$ cat config.mk
export PLATFORM = sky130hd
export DESIGN_NAME = deflate_stored_block_deframer
export DESIGN_NICKNAME = d
export VERILOG_FILES = /design/src/hdl/sbd_pkg.sv /design/src/hdl/sbd_in_stage.sv /design/src/hdl/sbd_step.sv /design/src/hdl/sbd_out_stage.sv /design/src/hdl/deflate_stored_block_deframer.sv
export SDC_FILE = /design/constraint.sdc
export NUM_CORES = 1
export LEC_CHECK = 0
export BUFFER_PORTS_ARGS = -buffer_cell sky130_fd_sc_hd__buf_2
export CELL_PAD_IN_SITES_DETAIL_PLACEMENT = 0
export CELL_PAD_IN_SITES_GLOBAL_PLACEMENT = 1
export CORE_MARGIN = 3
export CORE_UTILIZATION = 49
export DETAILED_ROUTE_END_ITERATION = 10
export PLACE_DENSITY = 0.92
export RECOVER_POWER = 50
export SLEW_MARGIN = 20
export SYNTH_ARGS = -nofsm -noshare
export SYNTH_HDL_FRONTEND = slang
export SYNTH_HIERARCHICAL = 1
export SYNTH_SLANG_ARGS = --single-unit
$ cat constraint.sdc
create_clock -name i_clk -period 4.1 [get_ports i_clk]
set_clock_uncertainty 0.1 [all_clocks]
set_input_delay 1.025 -clock i_clk [delete_from_list [all_inputs] [get_ports i_clk]]
set_output_delay 1.025 -clock i_clk [all_outputs]
set_load 0.02 [all_outputs]
$ cat src/hdl/sbd_pkg.sv
// ----------------------------------------------------------------------------
// sbd_pkg
// Shared types and codes for the DEFLATE stored block deframer.
// ----------------------------------------------------------------------------
package sbd_pkg;

    localparam int unsigned BYTE_W = 8;
    localparam int unsigned WORD_W = 16;
    localparam int unsigned KIND_W = 2;

    localparam logic [KIND_W-1:0] KIND_LITERAL     = 2'd0;
    localparam logic [KIND_W-1:0] KIND_END         = 2'd1;
    localparam logic [KIND_W-1:0] KIND_INVALID     = 2'd2;
    localparam logic [KIND_W-1:0] KIND_UNSUPPORTED = 2'd3;

    localparam logic [1:0] BTYPE_STORED   = 2'd0;
    localparam logic [1:0] BTYPE_RESERVED = 2'd3;

    typedef enum logic [6:0] {
        PH_HEADER  = 7'b0000001,
        PH_LEN_LO  = 7'b0000010,
        PH_LEN_HI  = 7'b0000100,
        PH_NLEN_LO = 7'b0001000,
        PH_NLEN_HI = 7'b0010000,
        PH_DATA    = 7'b0100000,
        PH_CLOSED  = 7'b1000000
    } t_phase;

    typedef struct packed {
        logic [KIND_W-1:0] kind;
        logic [BYTE_W-1:0] out_byte;
        logic              stream_end;
    } t_result;

endpackage

$ cat src/hdl/sbd_in_stage.sv
// ----------------------------------------------------------------------------
// sbd_in_stage
// Input register for stream bytes, one item deep, refilled in the same cycle.
// ----------------------------------------------------------------------------
module sbd_in_stage (
    input  logic                      i_clk,
    input  logic                      i_rst_n,
    input  logic                      i_valid,
    output logic                      o_ready,
    input  logic [sbd_pkg::BYTE_W-1:0] i_byte,
    output logic                      o_valid,
    input  logic                      i_take,
    output logic [sbd_pkg::BYTE_W-1:0] o_byte
);

    logic                       r_valid;
    logic                       n_valid;
    logic [sbd_pkg::BYTE_W-1:0] r_byte;

    assign o_ready = !r_valid || i_take;
    assign o_valid = r_valid;
    assign o_byte  = r_byte;

    always_comb begin
        n_valid = r_valid;
        if (o_ready) begin
            n_valid = i_valid;
        end
    end

    always_ff @(posedge i_clk) begin
        if (!i_rst_n) begin
            r_valid <= 1'b0;
        end else begin
            r_valid <= n_valid;
        end
    end

    always_ff @(posedge i_clk) begin
        if (o_ready && i_valid) begin
            r_byte <= i_byte;
        end
    end

endmodule

$ cat src/hdl/sbd_step.sv
// ----------------------------------------------------------------------------
// sbd_step
// Block parser state and the per-byte step that decides each result.
// ----------------------------------------------------------------------------
module sbd_step (
    input  logic                       i_clk,
    input  logic                       i_rst_n,
    input  logic                       i_take,
    input  logic [sbd_pkg::BYTE_W-1:0] i_byte,
    output logic                       o_emit,
    output sbd_pkg::t_result           o_result
);

    sbd_pkg::t_phase            r_phase;
    sbd_pkg::t_phase            n_phase;
    logic                       r_final;
    logic                       n_final;
    logic [sbd_pkg::WORD_W-1:0] r_remain;
    logic [sbd_pkg::WORD_W-1:0] n_remain;
    logic [sbd_pkg::BYTE_W-1:0] r_nlen_lo;
    logic [sbd_pkg::BYTE_W-1:0] n_nlen_lo;
    logic [sbd_pkg::WORD_W-1:0] nlen_word;
    logic [1:0]                 btype;

    assign nlen_word = {i_byte, r_nlen_lo};
    assign btype     = i_byte[2:1];

    always_comb begin
        n_phase   = r_phase;
        n_final   = r_final;
        n_remain  = r_remain;
        n_nlen_lo = r_nlen_lo;
        o_emit    = 1'b0;
        o_result  = '0;
        case (r_phase)
            sbd_pkg::PH_HEADER: begin
                n_final = i_byte[0];
                if (btype == sbd_pkg::BTYPE_STORED) begin
                    n_phase = sbd_pkg::PH_LEN_LO;
                end else begin
                    n_phase             = sbd_pkg::PH_CLOSED;
                    o_emit              = 1'b1;
                    o_result.stream_end = 1'b1;
                    o_result.kind       = (btype == sbd_pkg::BTYPE_RESERVED) ?
                                          sbd_pkg::KIND_INVALID :
                                          sbd_pkg::KIND_UNSUPPORTED;
                end
            end
            sbd_pkg::PH_LEN_LO: begin
                n_remain = {{(sbd_pkg::WORD_W-sbd_pkg::BYTE_W){1'b0}}, i_byte};
                n_phase  = sbd_pkg::PH_LEN_HI;
            end
            sbd_pkg::PH_LEN_HI: begin
                n_remain = {i_byte, r_remain[sbd_pkg::BYTE_W-1:0]};
                n_phase  = sbd_pkg::PH_NLEN_LO;
            end
            sbd_pkg::PH_NLEN_LO: begin
                n_nlen_lo = i_byte;
                n_phase   = sbd_pkg::PH_NLEN_HI;
            end
            sbd_pkg::PH_NLEN_HI: begin
                if (r_remain != ~nlen_word) begin
                    n_phase             = sbd_pkg::PH_CLOSED;
                    o_emit              = 1'b1;
                    o_result.kind       = sbd_pkg::KIND_INVALID;
                    o_result.stream_end = 1'b1;
                end else if (r_remain == '0) begin
                    if (r_final) begin
                        n_phase             = sbd_pkg::PH_CLOSED;
                        o_emit              = 1'b1;
                        o_result.kind       = sbd_pkg::KIND_END;
                        o_result.stream_end = 1'b1;
                    end else begin
                        n_phase = sbd_pkg::PH_HEADER;
                    end
                end else begin
                    n_phase = sbd_pkg::PH_DATA;
                end
            end
            sbd_pkg::PH_DATA: begin
                n_remain          = r_remain - 1'b1;
                o_emit            = 1'b1;
                o_result.kind     = sbd_pkg::KIND_LITERAL;
                o_result.out_byte = i_byte;
                if (n_remain == '0) begin
                    if (r_final) begin
                        n_phase             = sbd_pkg::PH_CLOSED;
                        o_result.stream_end = 1'b1;
                    end else begin
                        n_phase = sbd_pkg::PH_HEADER;
                    end
                end
            end
            sbd_pkg::PH_CLOSED: begin
                n_phase = sbd_pkg::PH_CLOSED;
            end
            default: begin
                n_phase = sbd_pkg::PH_CLOSED;
            end
        endcase
    end

    always_ff @(posedge i_clk) begin
        if (!i_rst_n) begin
            r_phase   <= sbd_pkg::PH_HEADER;
            r_final   <= 1'b0;
            r_remain  <= '0;
            r_nlen_lo <= '0;
        end else if (i_take) begin
            r_phase   <= n_phase;
            r_final   <= n_final;
            r_remain  <= n_remain;
            r_nlen_lo <= n_nlen_lo;
        end
    end

endmodule

$ cat src/hdl/sbd_out_stage.sv
// ----------------------------------------------------------------------------
// sbd_out_stage
// Result register; frees its slot in the cycle the receiver takes it.
// ----------------------------------------------------------------------------
module sbd_out_stage (
    input  logic             i_clk,
    input  logic             i_rst_n,
    input  logic             i_load,
    input  sbd_pkg::t_result i_result,
    output logic             o_free,
    output logic             o_valid,
    input  logic             i_ready,
    output sbd_pkg::t_result o_result
);

    logic             r_valid;
    logic             n_valid;
    sbd_pkg::t_result r_result;

    assign o_free   = !r_valid || i_ready;
    assign o_valid  = r_valid;
    assign o_result = r_result;

    always_comb begin
        n_valid = r_valid;
        if (o_free) begin
            n_valid = i_load;
        end
    end

    always_ff @(posedge i_clk) begin
        if (!i_rst_n) begin
            r_valid <= 1'b0;
        end else begin
            r_valid <= n_valid;
        end
    end

    always_ff @(posedge i_clk) begin
        if (o_free && i_load) begin
            r_result <= i_result;
        end
    end

endmodule

$ cat src/hdl/deflate_stored_block_deframer.sv
// ----------------------------------------------------------------------------
// deflate_stored_block_deframer
// Parses stored DEFLATE blocks from a byte stream and passes their data on.
//
// Input channel: i_in_valid / o_in_ready carry one stream byte per item on
// i_data_byte. Output channel: o_out_valid / i_out_ready carry one result
// item on o_kind, o_out_byte and o_stream_end. Header, LEN and NLEN bytes
// produce a result item only when they close the stream; bytes after the
// stream has closed produce none. A byte passes through the input register,
// then the result register. Throughput: one byte per cycle while the receiver
// takes results, set by the single step of the parser state.
// When the receiver stalls, the result register holds, the parser holds,
// and the input register takes at most one more byte before o_in_ready drops.
// Reset clears both registers to empty and the parser to await a header.
// ----------------------------------------------------------------------------
module deflate_stored_block_deframer (
    input  logic                        i_clk,
    input  logic                        i_rst_n,
    input  logic                        i_in_valid,
    output logic                        o_in_ready,
    input  logic [sbd_pkg::BYTE_W-1:0]  i_data_byte,
    output logic                        o_out_valid,
    input  logic                        i_out_ready,
    output logic [sbd_pkg::KIND_W-1:0]  o_kind,
    output logic [sbd_pkg::BYTE_W-1:0]  o_out_byte,
    output logic                        o_stream_end
);

    logic                       stage_valid;
    logic [sbd_pkg::BYTE_W-1:0] stage_byte;
    logic                       out_free;
    logic                       take;
    logic                       emit;
    sbd_pkg::t_result           step_result;
    sbd_pkg::t_result           out_result;

    assign take = stage_valid && out_free;

    sbd_in_stage u_in_stage (
        .i_clk   (i_clk),
        .i_rst_n (i_rst_n),
        .i_valid (i_in_valid),
        .o_ready (o_in_ready),
        .i_byte  (i_data_byte),
        .o_valid (stage_valid),
        .i_take  (take),
        .o_byte  (stage_byte)
    );

    sbd_step u_step (
        .i_clk    (i_clk),
        .i_rst_n  (i_rst_n),
        .i_take   (take),
        .i_byte   (stage_byte),
        .o_emit   (emit),
        .o_result (step_result)
    );

    sbd_out_stage u_out_stage (
        .i_clk    (i_clk),
        .i_rst_n  (i_rst_n),
        .i_load   (take && emit),
        .i_result (step_result),
        .o_free   (out_free),
        .o_valid  (o_out_valid),
        .i_ready  (i_out_ready),
        .o_result (out_result)
    );

    assign o_kind       = out_result.kind;
    assign o_out_byte   = out_result.out_byte;
    assign o_stream_end = out_result.stream_end;

endmodule

==> flow_summary.toml <==
[clock_network]
cts_setup_buffers = 0
clk-insertion-delay-late_ns = 0.30
cts.path.max_buffers = 2
cts_resized = 0
cts_max_level = 2
cts_tree = "built"
clock-root-buffer = "clkbuf_8"
cts.clk_slew.worst_paths_ns = 0.09
cts_buffers = 5
postCtsHoldBufs = 0
cts_sinks = 53

[logic_synthesis]
synth_top_family_by_area = "simple AND/OR/NAND/NOR gates"
synth_compound_area_frac = 0.1533
synth-edff-count = 19
synth_fa_ha_area_frac = 0.01699
synth_commonest_cells = "nor2_1 (41), dfxtp_1 (34), o21ai_0 (23), xnor2_1 (22), nand2_1 (20)"
avgSynthCellArea_um2 = 8.929
ys.warnings.count = 6
synth_area_leaders = "dfxtp_1 (23%), edfxtp_1 (19%), xnor2_1 (6.5%)"
synth-simple-area-share = 0.2429
async_flop_share = 0
synth.most_common_cell = "nor2_1"
syn_inst = 330
ys_seq_area_frac = 0.4246
synth_xor_area_frac = 0.08025
yosys.area.top_type = "dfxtp_1"
netlist_area_mm2 = 0.002947
ys.flop_type = "dfxtp_1"
yosys.cell_types.count = 50
postSynthNetCount = 346
ys_ff_latch = 53
synth.area.mux_share = 0.03057
synth_top_area_share = 0.2310

[power_and_ir_drop]
ir_drop_v = 0.0002348
total_leakage_power_uw = 0.001084
power_density_mw_per_mm2 = 302.3

[grt]
grt_max_degree = 29
grt_pass1_wl_um = 11080
grt_pass1_vias = 2206
track_usage = 0.1933
antenna_found_initial = 0
overflow = 0

[worst_hold_path]
hp-class = "reg2reg"

[detailed_routing]
first_pass_iters = 5
drc = 0
wirelength_um = 6697
routedWlPerCell_um = 16.22
postRouteAntennaNets = 0
drtIter0Drc = 229
vias_per_cell = 5.939
vias = 2453

[layout]
drive_gt1_frac = 0.09677
final_util = 0.5476
diodes = 0
nets = 356
syn_to_final_growth_pct = 5.478

[sta]
finalSetupTns_ns = 0
worst_slew_pin_slew_ns = 0.7830
fin_crit_sh = 0.8249
fmax_mhz = 295.7
finalHoldViolCount = 0
setup_viol_count_final = 0
rsz0062_at_grt = "false"
slew_headroom = 0.4780
period_minus_slack_ns = 3.382
drv_slew = 0

[floorplanning]
core_area_mm2 = 0.005675
die_w_um = 83.55
row_count = 27
die_y_um = 83.55
dieArea_mm2 = 0.006980
start_util = 0.5192
pin_count = 25

[worst_setup_path]
critical_path_required_ns = 2.97
cp-startpoint = "i_out_ready"
critPathBufInv = 2
crit_path_max_incr_delay_ns = 0.57
crit_arrival_ns = 2.26
reg2reg_depth = 8
critical_path.slowest_cell = "and2_0"
r2r-end = "u_step/r_phase[6]$_SDFFE_PN0P_"
worstPathCellList = "buf_2 > nand2b_1 > and2_0 > nand2b_1 > buf_2"
critPathKind = "in2out"
timing.rr.start = "u_step/r_remain[0]$_SDFFE_PN0P_"
end_kind = "primary output"
ff2ff_setup_slack_ns = 1.29
cp.depth = 5
critPathMaxFanout = 14
crit_family = "simple AND/OR/NAND/NOR gates"
critPathLaunchType = "input pin"
worstSetupEndpoint = "o_in_ready"

[placed_design]
place_hpwl_um = 4846
place.gp.congestion = 0.8752
io_buffers = 24

[flow_run]
drv_cap = 0

[status]
run_status = "completed"
state kept, by name, indices dropped and copies added (netlist names):
register / flops
u_in_stage/o_byte: 8
u_in_stage/o_valid: 1
u_out_stage/o_result: 11
u_out_stage/o_valid: 1
u_step/r_final: 1
u_step/r_nlen_lo: 8
u_step/r_phase: 7
u_step/r_remain: 16
cells by family after synthesis:
family          after synthesis
buf+inv                      34
mux                           9
fa+ha+maj                     4
simple gates                132
xor+xnor                     27
flops                        53
compound gates               71
where the power goes:
part | switching [µW] | total, µW | internal, µW
Combinational | 51.6 | 80.4 | 28.8
Sequential | 15.0 | 577 | 562
Clock | 164 | 283 | 119
Total | 230 | 939 | 709
cell usage in the layout (no fill, tap or decap), types with 5 or more instances in the layout:
cell type / count
nand2_1: 20
and2_0: 8
nand4_1: 5
inv_1: 10
nor3_1: 12
edfxtp_1: 19
nor2_1: 41
o21ai_0: 23
nand2b_1: 5
mux2i_1: 9
nor4_1: 9
buf_2: 12
xor2_1: 5
dfxtp_1: 34
a211oi_1: 6
clkbuf_8: 5
xnor2_1: 22
a21oi_1: 16
clkbuf_1: 14
nand3_1: 7
a22oi_1: 11
final cells by class:
type | count | area, µm²
Sequential cell | 53 | 1251
Inverter | 11 | 41.29
Tap cell | 72 | 90.09
Multi-Input combinational cell | 243 | 1526
Fill cell | 547 | 2567
Clock buffer | 6 | 72.57
Clock inverter | 2 | 10.01
Timing Repair Buffer | 26 | 116.4
worst reg2reg max path, stage by stage (launching register included):
cell,delay (ns)
dfxtp_1,0.48
inv_1,0.10
ha_1,0.35
or4b_4,0.57
a21boi_2,0.14
a21oi_1,0.05
or4_4,0.58
o21ai_0,0.20
a31oi_1,0.11
worst min path at each step:
stage	start	endpoint	slack (ns)	depth (start not counted)
6_report	u_step/r_nlen_lo[6]$_SDFFE_PN0P_	u_step/r_nlen_lo[6]$_SDFFE_PN0P_	0.42	2
5_1_grt	u_step/r_nlen_lo[0]$_SDFFE_PN0P_	u_step/r_nlen_lo[0]$_SDFFE_PN0P_	0.45	2
4_1_cts	u_out_stage/o_valid$_SDFFE_PN0P_	u_out_stage/o_valid$_SDFFE_PN0P_	0.41	2
3_5_place_dp	u_out_stage/o_valid$_SDFFE_PN0P_	u_out_stage/o_valid$_SDFFE_PN0P_	0.40	2
3_3_place_gp	u_out_stage/o_valid$_SDFFE_PN0P_	u_out_stage/o_valid$_SDFFE_PN0P_	0.39	2
2_1_floorplan	u_step/r_nlen_lo[2]$_SDFFE_PN0P_	u_step/r_nlen_lo[2]$_SDFFE_PN0P_	0.38	2
metrics by stage:
step	setup slack (ns)	total power (µW)	hold slack, ns	area [µm²]	instances
finish	0.7179	939.5	0.4234	3108	413
global placement	0.9656	670.8	0.3910	3062	405
detailed placement	0.9424	672.4	0.3992	3062	405
CTS	0.9376	954.1	0.4136	3144	413
global route	0.5706	985.5	0.4543	3108	413
floorplan	1.463	644.1	0.3754	2947	330
metal layers:
metal,GRT usage,up-vias,part of all wire
met5,0,-,0
met4,0.03947,0,0.0082
met3,0.03455,6,0.079
met2,0.3083,101,0.45
met1,0.2759,1145,0.47
li1,-,1201,-
Power figures use the tool's default switching activity.
